$ cat config.mk
export PLATFORM = sky130hd
export DESIGN_NAME = grapheme_cluster_segmenter_unit
export DESIGN_NICKNAME = d
export VERILOG_FILES = /design/src/hw/rtl/gcs_pkg.sv /design/src/hw/rtl/gcs_front.sv /design/src/hw/rtl/gcs_fifo.sv /design/src/hw/rtl/gcs_back.sv /design/src/hw/rtl/grapheme_cluster_segmenter_unit.sv
export VERILOG_INCLUDE_DIRS = /design/src /design/src/hw/rtl
export SDC_FILE = /design/constraint.sdc
export NUM_CORES = 1
export LEC_CHECK = 0
export BUFFER_PORTS_ARGS = -buffer_cell sky130_fd_sc_hd__buf_2
export CAP_MARGIN = 20
export CORE_AREA = 2 2 221 223
export DETAILED_ROUTE_END_ITERATION = 10
export DIE_AREA = 0 0 223 225
export GPL_TIMING_DRIVEN = 0
export PLACE_DENSITY = 0.7
export SETUP_SLACK_MARGIN = 0.02
export SLEW_MARGIN = 0
export SYNTH_ARGS = -nofsm -noshare
export SYNTH_HDL_FRONTEND = slang
export SYNTH_HIERARCHICAL = 1
export SYNTH_SLANG_ARGS = --single-unit
$ cat constraint.sdc
create_clock -name clk -period 21.5 [get_ports clk]
set_input_delay 4.3 -clock clk [delete_from_list [all_inputs] [get_ports clk]]
set_output_delay 4.3 -clock clk [all_outputs]
set_load 0.005 [all_outputs]
$ cat src/hw/rtl/grapheme_cluster_segmenter_unit_macros.svh
// Assertion helpers shared by the segmenter RTL.
`ifndef GRAPHEME_CLUSTER_SEGMENTER_UNIT_MACROS_SVH
`define GRAPHEME_CLUSTER_SEGMENTER_UNIT_MACROS_SVH

// Same-cycle implication, disabled during reset.
`define GCS_ASSERT_IMPL(name, clk, rst, ante, cons) \
  name: assert property (@(posedge clk) disable iff (rst) (ante) |-> (cons)) \
    else $error("segmenter property violated");

// Next-cycle implication, disabled during reset.
`define GCS_ASSERT_NEXT(name, clk, rst, ante, cons) \
  name: assert property (@(posedge clk) disable iff (rst) (ante) |=> (cons)) \
    else $error("segmenter property violated");

`endif

$ cat src/hw/rtl/gcs_pkg.sv
`timescale 1ns / 1ps
package gcs_pkg;

  typedef enum logic [3:0] {
    G_OTHER   = 4'd0,
    G_CR      = 4'd1,
    G_LF      = 4'd2,
    G_CONTROL = 4'd3,
    G_EXTEND  = 4'd4,
    G_SPACING = 4'd5,
    G_PREPEND = 4'd6,
    G_L       = 4'd7,
    G_V       = 4'd8,
    G_T       = 4'd9,
    G_LV      = 4'd10,
    G_LVT     = 4'd11
  } gcs_gclass_t;

  typedef enum logic [1:0] {
    MODE_NONE   = 2'd0,
    MODE_CR     = 2'd1,
    MODE_CLOSED = 2'd2,
    MODE_OPEN   = 2'd3
  } gcs_mode_t;

  // Register indexes on the configuration port
  localparam logic [1:0] REG_COMPLEX_CONTEXT = 2'd0;
  localparam logic [1:0] REG_COMBINING_MARK  = 2'd1;
  localparam logic [1:0] REG_ALPHABETIC      = 2'd2;
  localparam logic [1:0] REG_SPACE           = 2'd3;

  localparam int LB_W = 6;
  localparam logic [1:0] WIDE_COLUMNS = 2'd2;

  // East asian width codes
  localparam logic [2:0] EAW_Z = 3'd0;
  localparam logic [2:0] EAW_W = 3'd5;
  localparam logic [2:0] EAW_F = 3'd6;

  typedef struct packed {
    logic [LB_W-1:0] complex_context;
    logic [LB_W-1:0] combining_mark;
    logic [LB_W-1:0] alphabetic;
    logic [LB_W-1:0] space;
  } gcs_codes_t;

  typedef struct packed {
    logic full;
    logic empty;
  } gcs_q_stat_t;

  function automatic logic [1:0] columns_of(input logic [2:0] w);
    if (w == EAW_W || w == EAW_F) return WIDE_COLUMNS;
    if (w == EAW_Z) return 2'd0;
    return 2'd1;
  endfunction

  function automatic logic hangul_joins(input gcs_gclass_t p, input gcs_gclass_t n);
    logic j;
    j = 1'b0;
    if (p == G_L)
      j = (n == G_L) || (n == G_V) || (n == G_LV) || (n == G_LVT);
    else if (p == G_LV || p == G_V)
      j = (n == G_V) || (n == G_T);
    else if (p == G_LVT || p == G_T)
      j = (n == G_T);
    return j;
  endfunction

endpackage

$ cat src/hw/rtl/gcs_front.sv
`timescale 1ns / 1ps
module gcs_front import gcs_pkg::*; #(
  parameter int POSITION_WIDTH = 16,
  parameter int COUNT_WIDTH    = 8,
  localparam int RES_W   = POSITION_WIDTH + 2 * COUNT_WIDTH + 2 * LB_W + 2,
  localparam int ENTRY_W = 1 + 2 * RES_W
) (
  input  logic                clk,
  input  logic                rst,
  input  gcs_codes_t          codes,
  input  logic                item_valid,
  output logic                item_stall,
  input  logic [3:0]          grapheme_class,
  input  logic [LB_W-1:0]     break_class,
  input  logic [2:0]          width_class,
  input  logic                last_char,
  input  gcs_q_stat_t         q_stat,
  output logic                push,
  output logic [ENTRY_W-1:0]  entry
);

  localparam int PW = POSITION_WIDTH;
  localparam int CW = COUNT_WIDTH;

  gcs_mode_t          open_mode, open_mode_next;
  logic [PW-1:0]      char_position;
  logic [PW-1:0]      open_start, open_start_next;
  logic [CW-1:0]      open_length, open_length_next;
  logic [1:0]         base_columns, base_columns_next;
  logic [CW-1:0]      prepend_columns, prepend_columns_next;
  logic [CW-1:0]      extend_columns, extend_columns_next;
  gcs_gclass_t        previous_grapheme, previous_grapheme_next;
  logic [LB_W-1:0]    open_base_lb, open_base_lb_next;
  logic [LB_W-1:0]    open_ext_lb, open_ext_lb_next;
  logic               open_ext_known, open_ext_known_next;

  gcs_gclass_t        g;
  logic [1:0]         col;
  logic               is_ext, cr_lf, open_ok, hj;
  logic               j_hangul, j_ext, j_prep, joined, emit_old, accept;
  logic [CW-1:0]      cols_cur, cols_new;
  logic [RES_W-1:0]   res_old, res_new;

  function automatic logic [CW-1:0] sat_add(input logic [CW-1:0] a, input logic [CW-1:0] b);
    logic [CW:0] s;
    s = {1'b0, a} + {1'b0, b};
    return s[CW] ? {CW{1'b1}} : s[CW-1:0];
  endfunction

  function automatic logic [CW-1:0] widen2(input logic [1:0] v);
    return {{(CW-2){1'b0}}, v};
  endfunction

  function automatic logic [RES_W-1:0] pack_res(
    input logic [PW-1:0]   start,
    input logic [CW-1:0]   len,
    input logic [CW-1:0]   cols,
    input logic [LB_W-1:0] base_lb,
    input logic            known,
    input logic [LB_W-1:0] ext_lb,
    input logic            eos
  );
    return {start, len, cols, base_lb, known, known ? ext_lb : {LB_W{1'b0}}, eos};
  endfunction

  assign item_stall = q_stat.full;
  assign accept     = item_valid && !item_stall;

  always_comb begin
    g       = (grapheme_class > G_LVT) ? G_OTHER : gcs_gclass_t'(grapheme_class);
    col     = columns_of(width_class);
    is_ext  = (g == G_EXTEND) || (g == G_SPACING);
    cr_lf   = (open_mode == MODE_CR) && (g == G_LF);
    open_ok = (open_mode == MODE_OPEN) && (g != G_CONTROL) && (g != G_CR) && (g != G_LF);
    hj      = hangul_joins(previous_grapheme, g);

    j_hangul = open_ok && hj;
    j_ext    = open_ok && !hj && is_ext;
    j_prep   = open_ok && !hj && !is_ext && (previous_grapheme == G_PREPEND);
    joined   = cr_lf || j_hangul || j_ext || j_prep;
    emit_old = !joined && (open_mode != MODE_NONE);

    open_mode_next         = open_mode;
    open_start_next        = open_start;
    open_length_next       = joined ? sat_add(open_length, {{(CW-1){1'b0}}, 1'b1}) : open_length;
    base_columns_next      = base_columns;
    prepend_columns_next   = prepend_columns;
    extend_columns_next    = extend_columns;
    previous_grapheme_next = previous_grapheme;
    open_base_lb_next      = open_base_lb;
    open_ext_lb_next       = open_ext_lb;
    open_ext_known_next    = open_ext_known;

    if (cr_lf) begin
      extend_columns_next = sat_add(extend_columns, widen2(col));
      open_mode_next      = MODE_CLOSED;
    end else if (j_hangul) begin
      base_columns_next      = WIDE_COLUMNS;
      previous_grapheme_next = g;
    end else if (j_ext) begin
      extend_columns_next = sat_add(extend_columns, widen2(col));
      if (break_class != codes.combining_mark && break_class != codes.complex_context) begin
        open_ext_lb_next    = break_class;
        open_ext_known_next = 1'b1;
      end
    end else if (j_prep) begin
      open_ext_lb_next = (break_class != codes.complex_context) ? break_class
                                                                 : codes.alphabetic;
      open_ext_known_next    = 1'b1;
      prepend_columns_next   = sat_add(prepend_columns, widen2(base_columns));
      base_columns_next      = col;
      previous_grapheme_next = g;
    end else begin
      open_start_next        = char_position;
      open_length_next       = {{(CW-1){1'b0}}, 1'b1};
      base_columns_next      = col;
      prepend_columns_next   = '0;
      extend_columns_next    = '0;
      previous_grapheme_next = g;
      if (break_class != codes.complex_context)
        open_base_lb_next = break_class;
      else if (is_ext)
        open_base_lb_next = codes.combining_mark;
      else
        open_base_lb_next = codes.alphabetic;
      open_ext_lb_next    = '0;
      open_ext_known_next = 1'b0;
      if (g == G_CR)
        open_mode_next = MODE_CR;
      else if (g == G_LF || g == G_CONTROL || break_class == codes.space)
        open_mode_next = MODE_CLOSED;
      else
        open_mode_next = MODE_OPEN;
    end

    cols_cur = sat_add(sat_add(widen2(base_columns), prepend_columns), extend_columns);
    cols_new = sat_add(sat_add(widen2(base_columns_next), prepend_columns_next),
                       extend_columns_next);
    res_old  = pack_res(open_start, open_length, cols_cur, open_base_lb,
                        open_ext_known, open_ext_lb, 1'b0);
    res_new  = pack_res(open_start_next, open_length_next, cols_new, open_base_lb_next,
                        open_ext_known_next, open_ext_lb_next, 1'b1);

    push  = accept && (emit_old || last_char);
    entry = emit_old ? {last_char, res_old, res_new} : {1'b0, res_new, res_new};
  end

  always_ff @(posedge clk) begin
    if (rst || (accept && last_char)) begin
      open_mode         <= MODE_NONE;
      char_position     <= '0;
      open_start        <= '0;
      open_length       <= '0;
      base_columns      <= '0;
      prepend_columns   <= '0;
      extend_columns    <= '0;
      previous_grapheme <= G_OTHER;
      open_base_lb      <= '0;
      open_ext_lb       <= '0;
      open_ext_known    <= 1'b0;
    end else if (accept) begin
      open_mode         <= open_mode_next;
      char_position     <= char_position + 1'b1;
      open_start        <= open_start_next;
      open_length       <= open_length_next;
      base_columns      <= base_columns_next;
      prepend_columns   <= prepend_columns_next;
      extend_columns    <= extend_columns_next;
      previous_grapheme <= previous_grapheme_next;
      open_base_lb      <= open_base_lb_next;
      open_ext_lb       <= open_ext_lb_next;
      open_ext_known    <= open_ext_known_next;
    end
  end

endmodule

$ cat src/hw/rtl/gcs_fifo.sv
`timescale 1ns / 1ps
`include "grapheme_cluster_segmenter_unit_macros.svh"
module gcs_fifo import gcs_pkg::*; #(
  parameter int WIDTH = 8,
  parameter int DEPTH = 4
) (
  input  logic             clk,
  input  logic             rst,
  input  logic             push,
  input  logic [WIDTH-1:0] wr_data,
  input  logic             pop,
  output logic [WIDTH-1:0] rd_data,
  output gcs_q_stat_t      q_stat
);

  localparam int IDX_W = (DEPTH > 1) ? $clog2(DEPTH) : 1;
  localparam int CNT_W = $clog2(DEPTH + 1);

  logic [WIDTH-1:0] slots [DEPTH];
  logic [IDX_W-1:0] wr_ptr, rd_ptr;
  logic [CNT_W-1:0] count;

  assign q_stat.full  = (count == CNT_W'(DEPTH));
  assign q_stat.empty = (count == '0);
  assign rd_data      = slots[rd_ptr];

  always_ff @(posedge clk) begin
    if (push) slots[wr_ptr] <= wr_data;
  end

  always_ff @(posedge clk) begin
    if (rst) begin
      wr_ptr <= '0;
      rd_ptr <= '0;
      count  <= '0;
    end else begin
      if (push) wr_ptr <= (wr_ptr == IDX_W'(DEPTH - 1)) ? '0 : wr_ptr + 1'b1;
      if (pop)  rd_ptr <= (rd_ptr == IDX_W'(DEPTH - 1)) ? '0 : rd_ptr + 1'b1;
      if (push && !pop)      count <= count + 1'b1;
      else if (pop && !push) count <= count - 1'b1;
    end
  end

  `GCS_ASSERT_IMPL(a_no_push_when_full, clk, rst, push, !q_stat.full)
  `GCS_ASSERT_IMPL(a_no_pop_when_empty, clk, rst, pop, !q_stat.empty)
  `GCS_ASSERT_NEXT(a_count_grows, clk, rst, push && !pop, count == CNT_W'($past(count) + 1'b1))

endmodule

$ cat src/hw/rtl/gcs_back.sv
`timescale 1ns / 1ps
`include "grapheme_cluster_segmenter_unit_macros.svh"
module gcs_back import gcs_pkg::*; #(
  parameter int POSITION_WIDTH = 16,
  parameter int COUNT_WIDTH    = 8,
  localparam int RES_W   = POSITION_WIDTH + 2 * COUNT_WIDTH + 2 * LB_W + 2,
  localparam int ENTRY_W = 1 + 2 * RES_W
) (
  input  logic                      clk,
  input  logic                      rst,
  input  gcs_q_stat_t               q_stat,
  input  logic [ENTRY_W-1:0]        entry,
  output logic                      pop,
  output logic                      cluster_valid,
  input  logic                      cluster_stall,
  output logic [POSITION_WIDTH-1:0] cluster_start,
  output logic [COUNT_WIDTH-1:0]    cluster_length,
  output logic [COUNT_WIDTH-1:0]    cluster_columns,
  output logic [LB_W-1:0]           base_lb_class,
  output logic                      extender_lb_known,
  output logic [LB_W-1:0]           extender_lb_class,
  output logic                      end_of_string
);

  logic             cur_valid, cur_sel, cur_b_valid;
  logic [RES_W-1:0] cur_a, cur_b, shown;
  logic             fire, take;

  assign cluster_valid = cur_valid;
  assign fire  = cur_valid && !cluster_stall;
  // Move to the next entry once its last half is gone, or when none is held
  assign take  = !cur_valid || (fire && (cur_sel || !cur_b_valid));
  assign pop   = take && !q_stat.empty;
  assign shown = cur_sel ? cur_b : cur_a;

  assign {cluster_start, cluster_length, cluster_columns, base_lb_class,
          extender_lb_known, extender_lb_class, end_of_string} = shown;

  always_ff @(posedge clk) begin
    if (rst) begin
      cur_valid <= 1'b0;
      cur_sel   <= 1'b0;
    end else if (take) begin
      cur_valid <= !q_stat.empty;
      cur_sel   <= 1'b0;
    end else if (fire) begin
      cur_sel <= 1'b1;
    end
  end

  always_ff @(posedge clk) begin
    if (pop) {cur_b_valid, cur_a, cur_b} <= entry;
  end

  `GCS_ASSERT_IMPL(a_sel_needs_pair, clk, rst, cur_sel, cur_valid && cur_b_valid)
  `GCS_ASSERT_IMPL(a_no_pop_on_stall, clk, rst, cluster_valid && cluster_stall, !pop)
  `GCS_ASSERT_NEXT(a_pair_done, clk, rst, fire && cur_sel, !cur_sel)

endmodule

$ cat src/hw/rtl/grapheme_cluster_segmenter_unit.sv
`timescale 1ns / 1ps
// Grapheme cluster segmenter: takes one character per transaction (grapheme,
// line-break and east-asian-width classes plus a last-character mark) and
// returns one transaction per finished cluster with its start index, length,
// display columns, resolved base line-break class and extender class. The
// front end accepts a character every cycle and advances the open-cluster
// state in that same cycle; finished clusters go through a QUEUE_DEPTH-entry
// queue to the output register, which sends one cluster per cycle while
// cluster_stall is low. A character that both closes the open cluster and ends
// the string yields two clusters, sent as two transactions; with the queue
// and output register empty, the first cluster of a character is written into
// the queue and then into the output register before it is valid. Input
// stalls only while the queue is full. The code registers (SA, CM, AL, SP
// class codes) sit at byte addresses 0, 4, 8 and 12 and may be written only
// while the block is idle.
module grapheme_cluster_segmenter_unit import gcs_pkg::*; #(
  parameter int POSITION_WIDTH = 16,
  parameter int COUNT_WIDTH    = 8,
  parameter int QUEUE_DEPTH    = 4
) (
  input  logic                      clk,
  input  logic                      rst,
  // configuration port
  input  logic                      psel,
  input  logic                      penable,
  input  logic                      pwrite,
  input  logic [3:0]                paddr,
  input  logic [31:0]               pwdata,
  output logic [31:0]               prdata,
  output logic                      pready,
  // character transactions
  input  logic                      item_valid,
  output logic                      item_stall,
  input  logic [3:0]                grapheme_class,
  input  logic [LB_W-1:0]           break_class,
  input  logic [2:0]                width_class,
  input  logic                      last_char,
  // cluster transactions
  output logic                      cluster_valid,
  input  logic                      cluster_stall,
  output logic [POSITION_WIDTH-1:0] cluster_start,
  output logic [COUNT_WIDTH-1:0]    cluster_length,
  output logic [COUNT_WIDTH-1:0]    cluster_columns,
  output logic [LB_W-1:0]           base_lb_class,
  output logic                      extender_lb_known,
  output logic [LB_W-1:0]           extender_lb_class,
  output logic                      end_of_string
);

  localparam int RES_W   = POSITION_WIDTH + 2 * COUNT_WIDTH + 2 * LB_W + 2;
  localparam int ENTRY_W = 1 + 2 * RES_W;

  gcs_codes_t         codes;
  gcs_q_stat_t        q_stat;
  logic               push, pop, cfg_write;
  logic [ENTRY_W-1:0] wr_entry, rd_entry;
  logic [1:0]         reg_index;
  logic [LB_W-1:0]    read_value;

  // Register file: never inserts wait states, write on the access phase
  assign pready    = 1'b1;
  assign cfg_write = psel && penable && pwrite && pready;
  assign reg_index = paddr[3:2];

  always_ff @(posedge clk) begin
    if (rst) begin
      codes.complex_context <= LB_W'(1);
      codes.combining_mark  <= LB_W'(2);
      codes.alphabetic      <= LB_W'(3);
      codes.space           <= LB_W'(4);
    end else if (cfg_write) begin
      unique case (reg_index)
        REG_COMPLEX_CONTEXT: codes.complex_context <= pwdata[LB_W-1:0];
        REG_COMBINING_MARK:  codes.combining_mark  <= pwdata[LB_W-1:0];
        REG_ALPHABETIC:      codes.alphabetic      <= pwdata[LB_W-1:0];
        REG_SPACE:           codes.space           <= pwdata[LB_W-1:0];
        default:             codes.space           <= codes.space;
      endcase
    end
  end

  always_comb begin
    unique case (reg_index)
      REG_COMPLEX_CONTEXT: read_value = codes.complex_context;
      REG_COMBINING_MARK:  read_value = codes.combining_mark;
      REG_ALPHABETIC:      read_value = codes.alphabetic;
      REG_SPACE:           read_value = codes.space;
      default:             read_value = '0;
    endcase
    prdata = {{(32-LB_W){1'b0}}, read_value};
  end

  // Front end: join decisions and open-cluster state, one character a cycle while the queue is not full
  gcs_front #(
    .POSITION_WIDTH(POSITION_WIDTH),
    .COUNT_WIDTH   (COUNT_WIDTH)
  ) u_front (
    .clk           (clk),
    .rst           (rst),
    .codes         (codes),
    .item_valid    (item_valid),
    .item_stall    (item_stall),
    .grapheme_class(grapheme_class),
    .break_class   (break_class),
    .width_class   (width_class),
    .last_char     (last_char),
    .q_stat        (q_stat),
    .push          (push),
    .entry         (wr_entry)
  );

  // Queue of finished clusters, one or two per entry
  gcs_fifo #(
    .WIDTH(ENTRY_W),
    .DEPTH(QUEUE_DEPTH)
  ) u_fifo (
    .clk    (clk),
    .rst    (rst),
    .push   (push),
    .wr_data(wr_entry),
    .pop    (pop),
    .rd_data(rd_entry),
    .q_stat (q_stat)
  );

  // Back end: output register, splits a two-cluster entry over two transactions
  gcs_back #(
    .POSITION_WIDTH(POSITION_WIDTH),
    .COUNT_WIDTH   (COUNT_WIDTH)
  ) u_back (
    .clk              (clk),
    .rst              (rst),
    .q_stat           (q_stat),
    .entry            (rd_entry),
    .pop              (pop),
    .cluster_valid    (cluster_valid),
    .cluster_stall    (cluster_stall),
    .cluster_start    (cluster_start),
    .cluster_length   (cluster_length),
    .cluster_columns  (cluster_columns),
    .base_lb_class    (base_lb_class),
    .extender_lb_known(extender_lb_known),
    .extender_lb_class(extender_lb_class),
    .end_of_string    (end_of_string)
  );

endmodule
======== Word-level counts from Yosys, hierarchy flattened ========
Memory sizes are Yosys's and may differ from the RTL's. A register that Yosys moved wholly into a read port is not among the register bits.
Index checks and enable logic that the tools add are counted.
storage, ports and cells
  bits in registers ....................... 110
  RAM bits ................................ 372
  input port bits ......................... 57
  output and inout bits ................... 81
  word-level logic and storage cells ...... 203
  memories kept ........................... 1
operators by class
  add/subtract/negate cells ............... 11
  $lt $le $gt $ge ......................... 1
  equality and inequality tests ........... 36
  mux-type cells .......................... 73
  bitwise operators ....................... 1
  reductions and logical operators ........ 60
memories
  name          depth  bits a word  rd ports  clocked after memory_dff  write ports  line            text
  u_fifo.slots  4      93           1         1                         1            gcs_fifo.sv:19  logic [WIDTH-1:0] slots [DEPTH];
operator list
  kind                                                             count
  8-bit two-way mux                                                19
  93-bit two-way mux                                               1
  6-bit two-way mux                                                14
  16-bit two-way mux                                               4
  46-bit two-way mux                                               1
  4-bit == test, second input constant                             8
  2-bit two-way mux                                                14
  6-bit one-hot mux with 4 select lines                            1
  1-bit logical AND                                                21
  4-bit by 3-bit == test with 1-bit output, second input constant  5
  8-bit by 2-bit adder with 9-bit output                           2
  8-bit by 8-bit adder with 9-bit output                           2
  1-bit logical OR                                                 17
  16-bit by 1-bit adder with 16-bit output, second input constant  1
  1-bit two-way mux                                                14
  4-bit two-way mux                                                3
  6-bit != test                                                    2
  2-bit == test, second input constant                             5
  1-bit zero test                                                  10
  2-bit by 8-bit adder with 9-bit output                           1
  8-bit by 1-bit adder with 9-bit output, second input constant    1
  3-bit == test, second input constant                             3
  4-bit by 2-bit == test with 1-bit output, second input constant  2
  2-bit by 1-bit != test with 1-bit output, second input constant  4
  other kinds (18)                                                 27

======== Depth between registers and ports, before layout ========
  word-level depth ........................ 20
  mapped depth ............................ 23
  mapped depth without buffers ............ 22

======== Cells and area by module ========
The synthesis kept the hierarchy.
by module, submodules not included
  module                           times used  cells each  area each (um^2)  sequential area each (um^2)
  gcs_fifo                         1           529         13858.3           11350.9
  gcs_front                        1           820         6307.3            1541.5
  gcs_back                         1           154         3487.1            2832.7
  grapheme_cluster_segmenter_unit  1           131         1342.5            480.5

======== Worst setup path before layout ========
OpenSTA, ideal clock, no wires.
  path type ............................... input to register
  start ................................... in cluster_stall
  end ..................................... reg u_fifo.count[2]
  library setup time ...................... 0.070 ns
  arrival time ............................ 10.585 ns
  required time ........................... 21.430 ns
  slack ................................... 10.846 ns
  stages on the path ...................... 9
  path buffers ............................ 0
  path through ............................ a21o_1 a21oi_1 inv_1 ha_1 inv_1 fa_1 xor2_1 or3_1 a21oi_1
on the way
  longest elaborated chain between the ends .. 8
  elaborated cells on any way between the ends .. 10
  those cells by class .................... 1 x mux; 9 x reduce/logical
ends and longest elaborated chain
  item                                                     line                                   text
  start, declared                                          grapheme_cluster_segmenter_unit.sv:40  input logic cluster_stall,
  1-bit zero test *                                        gcs_back.sv:30                         assign fire = cur_valid && !cluster_stall;
  1-bit logical AND *                                      gcs_back.sv:30
  1-bit logical AND *                                      gcs_back.sv:32                         assign take = !cur_valid || (fire && (cur_sel || !cur_b_valid));
  1-bit logical OR *                                       gcs_back.sv:32
  1-bit logical AND *                                      gcs_back.sv:33                         assign pop = take && !q_stat.empty;
  net pop                                                  grapheme_cluster_segmenter_unit.sv:55  logic push, pop, cfg_write;
  1-bit zero test                                          gcs_fifo.sv:39                         if (push && !pop) count <= count + 1'b1;
  1-bit logical AND                                        gcs_fifo.sv:39
  3-bit two-way mux or 2-bit nonzero test (tied branches)  --
  end signal, assigned                                     gcs_fifo.sv:39
  end signal, assigned                                     gcs_fifo.sv:40                         else if (pop && !push) count <= count - 1'b1;
  end, declared                                            gcs_fifo.sv:21                         logic [CNT_W-1:0] count;
The timed path passes the listed nets; every way through them passes the cells marked *.
A chain may end at the register's enable or synchronous reset.

======== Final worst setup path ========
  start ................................... in paddr[2]
  end ..................................... out prdata[5]
on the way
  longest elaborated chain between the ends .. 2
  elaborated cells on any way between the ends .. 5
  those cells by class .................... 3 x eq/ne; 1 x mux; 1 x reduce/logical
ends and longest elaborated chain
  item                                     line                                   text
  start, declared                          grapheme_cluster_segmenter_unit.sv:27  input logic [3:0] paddr,
  2-bit == test (tied with other cells)    grapheme_cluster_segmenter_unit.sv:83  unique case (reg_index)
  6-bit one-hot mux with 4 select lines *  grapheme_cluster_segmenter_unit.sv:83
  end, declared                            grapheme_cluster_segmenter_unit.sv:29  output logic [31:0] prdata,
Every way passes the cells marked *; elsewhere a longest branch is shown, timed or not.

==> flow_metrics.py <==
metrics = {
    "run_status": {
        "outcome": "finished clean",
    },
    "timing": {
        "drv_slew": 0,
        "fin_skew_ns": 0.0176,
        "rsz0062_at_grt": "false",
        "finalCriticalPeriod_ns": 9.66,
        "tightest_slew_ns": 0.958,
        "relSlewSlack": 0.361,
        "clock.fmax_mhz": 104,
        "setup_tns_ns": 0,
        "setup_violations": 0,
        "timing.final.ws_setup_ns": 11.84,
        "min_period_over_period": 0.449,
        "hold_viol": 0,
    },
    "global_routing": {
        "track_usage": 0.214,
        "grt_pass1_wl_mm": 81.9,
        "grt_antenna_before_repair": 0,
        "grt_overflow": 0,
        "grt_max_degree": 57,
        "grt_pass1_vias": 14300,
    },
    "worst_setup_path": {
        "crit_required_ns": 17.20,
        "worstSetupEndpointType": "output port",
        "start_kind": "input pin",
        "critPathMaxFanout": 10,
        "path_class": "input pin to output port",
        "cp_data_arrival_time_ns": 5.36,
        "rrSetupSlack_ns": 16.03,
    },
    "drt": {
        "vias": 14200,
        "avgRoutedWirePerCell_um": 21.4,
        "routed_wl_mm": 52.7,
        "drt_pass1_iterations": 5,
        "antenna_left": 0,
        "drt_iter0_drc": 1192,
        "drc_errors": 0,
        "viasPerCell": 5.78,
    },
    "yosys": {
        "seq_area_frac_synth": 0.648,
        "ys_ff_latch": 577,
        "async_flop_share": 0,
        "ys_types": 93,
        "synthCells": 1634,
        "synth_edf_count": 465,
        "synth_warnings": 6,
        "ys_dominant_reg_cell": "edfxtp_1",
        "syn_area_per_cell_sq_um": 15.3,
        "synthesis.area_sq_um": 25000,
    },
    "die": {
        "num_rows": 80,
        "ios": 138,
        "die_area_sq_um": 50200,
        "dieHeight_um": 225,
        "start_util": 0.526,
        "die-width_um": 223,
        "fp.coreArea_sq_um": 47500,
    },
    "clock_network": {
        "cts_buffers": 56,
        "cts_tree": "yes",
        "cts.clk_slew.worst_paths_ns": 0.06,
        "post_cts_buffers": 0,
        "worst_skew_pair.late_latency_ns": 0.61,
        "post_cts_resized": 0,
        "cts_sinks": 577,
        "cts-hold-fix-buffers": 0,
        "htreeDepth": 2,
        "clock_path_buffers": 3,
        "ctsRootBufferMaster": "clkbuf_16",
    },
    "place": {
        "place_ws_ns": 11.74,
        "placed_area_sq_um": 26400,
        "place.gp.congestion": 0.867,
        "port-buffer-count": 77,
        "dpl.hpwl_mm": 34.7,
    },
    "power": {
        "ir_drop_mv": 0.0680,
        "power.total_uw": 3130,
        "p_leak_uw": 0.00997,
        "p_per_area_nw_per_um2": 111,
    },
    "layout": {
        "final_cell_mix": "edfxtp_1, nor2_1, dfxtp_1",
        "nets": 1899,
        "multiInputGateArea_sq_um": 7990,
        "fin_area_sq_um": 28200,
        "area_growth_pct": 12.8,
        "fillCellCount": 3546,
        "mostFrequentLayoutCell": "edfxtp_1",
        "regArea_sq_um": 16200,
        "drive_gt1_frac": 0.235,
        "diodes": 0,
    },
    "job": {
        "maxCapViolCount": 0,
    },
    "min_path": {
        "hp-class": "flip-flop to flip-flop",
    },
}
==> stage by stage <==
step | hold WS, ns | std cells | utilization
2_1_floorplan | 0.441 | 1659 | -
3_3_place_gp | 0.453 | 2351 | 0.552
3_5_place_dp | 0.468 | 2358 | 0.556
4_1_cts | 0.476 | 2464 | 0.593
5_1_grt | 0.495 | 2464 | 0.593
6_report | 0.475 | 2464 | 0.593
==> cells in the mapped netlist, drive strengths merged, types with 4 or more instances <==
| library cell | n | area (sq um) |
|---|---|---|
| edfxtp | 465 | 14000 |
| nor2 | 126 | 483 |
| dfxtp | 112 | 2240 |
| mux4 | 99 | 2230 |
| a21oi | 90 | 458 |
| buf | 82 | 606 |
| nand2 | 63 | 241 |
| mux2i | 59 | 591 |
| inv | 54 | 203 |
| mux2 | 53 | 638 |
| o21ai | 42 | 218 |
| ha | 35 | 438 |
| nand2b | 35 | 224 |
| xor2 | 31 | 272 |
| a211oi | 30 | 235 |
| nand3 | 29 | 150 |
| clkbuf | 28 | 106 |
| xnor2 | 20 | 175 |
| a21o | 18 | 136 |
| a31oi | 12 | 90.1 |
| nor2b | 12 | 77.6 |
| and3 | 11 | 70.1 |
| nand4 | 11 | 75.1 |
| nor3 | 11 | 66.3 |
| a22oi | 10 | 75.1 |
| and2 | 9 | 56.3 |
| o211ai | 7 | 76.3 |
| fa | 6 | 120 |
| o21a | 6 | 45.0 |
| or3 | 5 | 31.3 |
| and3b | 4 | 35.0 |
| nor3b | 4 | 30.0 |
| o32a | 4 | 40.0 |
==> layer usage <==
| layer | wire length [um] | track usage | part of all wire |
|---|---|---|---|
| met5 | 0 | 0 | 0 |
| met4 | 1320 | 0.0637 | 0.025 |
| met3 | 2750 | 0.0331 | 0.052 |
| met2 | 26200 | 0.361 | 0.50 |
| met1 | 22400 | 0.289 | 0.42 |
==> where the power goes <==
group | switching, uW | total [uW] | internal (uW)
combinational | 380 | 707 | 327
clock | 411 | 930 | 519
sequential | 48.8 | 1490 | 1440
==> path summary, 6_finish.rpt <==
check / cells past startpoint / end / startpoint
setup / recovery: 4 / prdata[5] / paddr[2]
hold / removal: 2 / u_front/previous_grapheme[1] / u_front/previous_grapheme[1]
hold reg to reg: 2 / u_front/previous_grapheme[1] / u_front/previous_grapheme[1]
setup reg to reg: 23 / u_fifo/slots[2][62] / u_front/base_columns[0]
==> flip-flops by register name (all words and copies together), names as in the netlist, 2 cells and up, named ones only <==
register                   count
u_fifo/slots                 372
u_back/cur_a                  46
u_back/cur_b                  46
codes                         24
u_front/char_position         16
u_front/open_start            16
u_front/extend_columns         8
u_front/open_length            8
u_front/prepend_columns        8
u_front/open_base_lb           6
u_front/open_ext_lb            6
u_front/previous_grapheme      4
u_fifo/count                   3
u_fifo/rd_ptr                  2
u_fifo/wr_ptr                  2
u_front/base_columns           2
u_front/open_mode              2
==> cell type report <==
type	instances	share of cell area
clock inverter	29	0.00754
sequential	577	0.575
buffer	110	0.0252
timing repair buffer	84	0.0197
multi-input combinational	918	0.283
inverter	54	0.00719
clock buffer	77	0.0550
tap	615	0.0273
==> cell families after synthesis <==
| family | share of synthesized area |
|---|---|
| compound gates | 0.0695 |
| xor+xnor | 0.0179 |
| fa+ha+maj | 0.0223 |
| buf+inv | 0.0366 |
| flops | 0.648 |
| mux | 0.138 |
| other cells | 0.000450 |
| simple gates | 0.0665 |
==> worst max-delay path: stages <==
cell and delay, ns:
buf_2 0.09, buf_2 0.25, mux4_2 0.56, buf_2 0.15
Power figures use the tool's default switching activity.
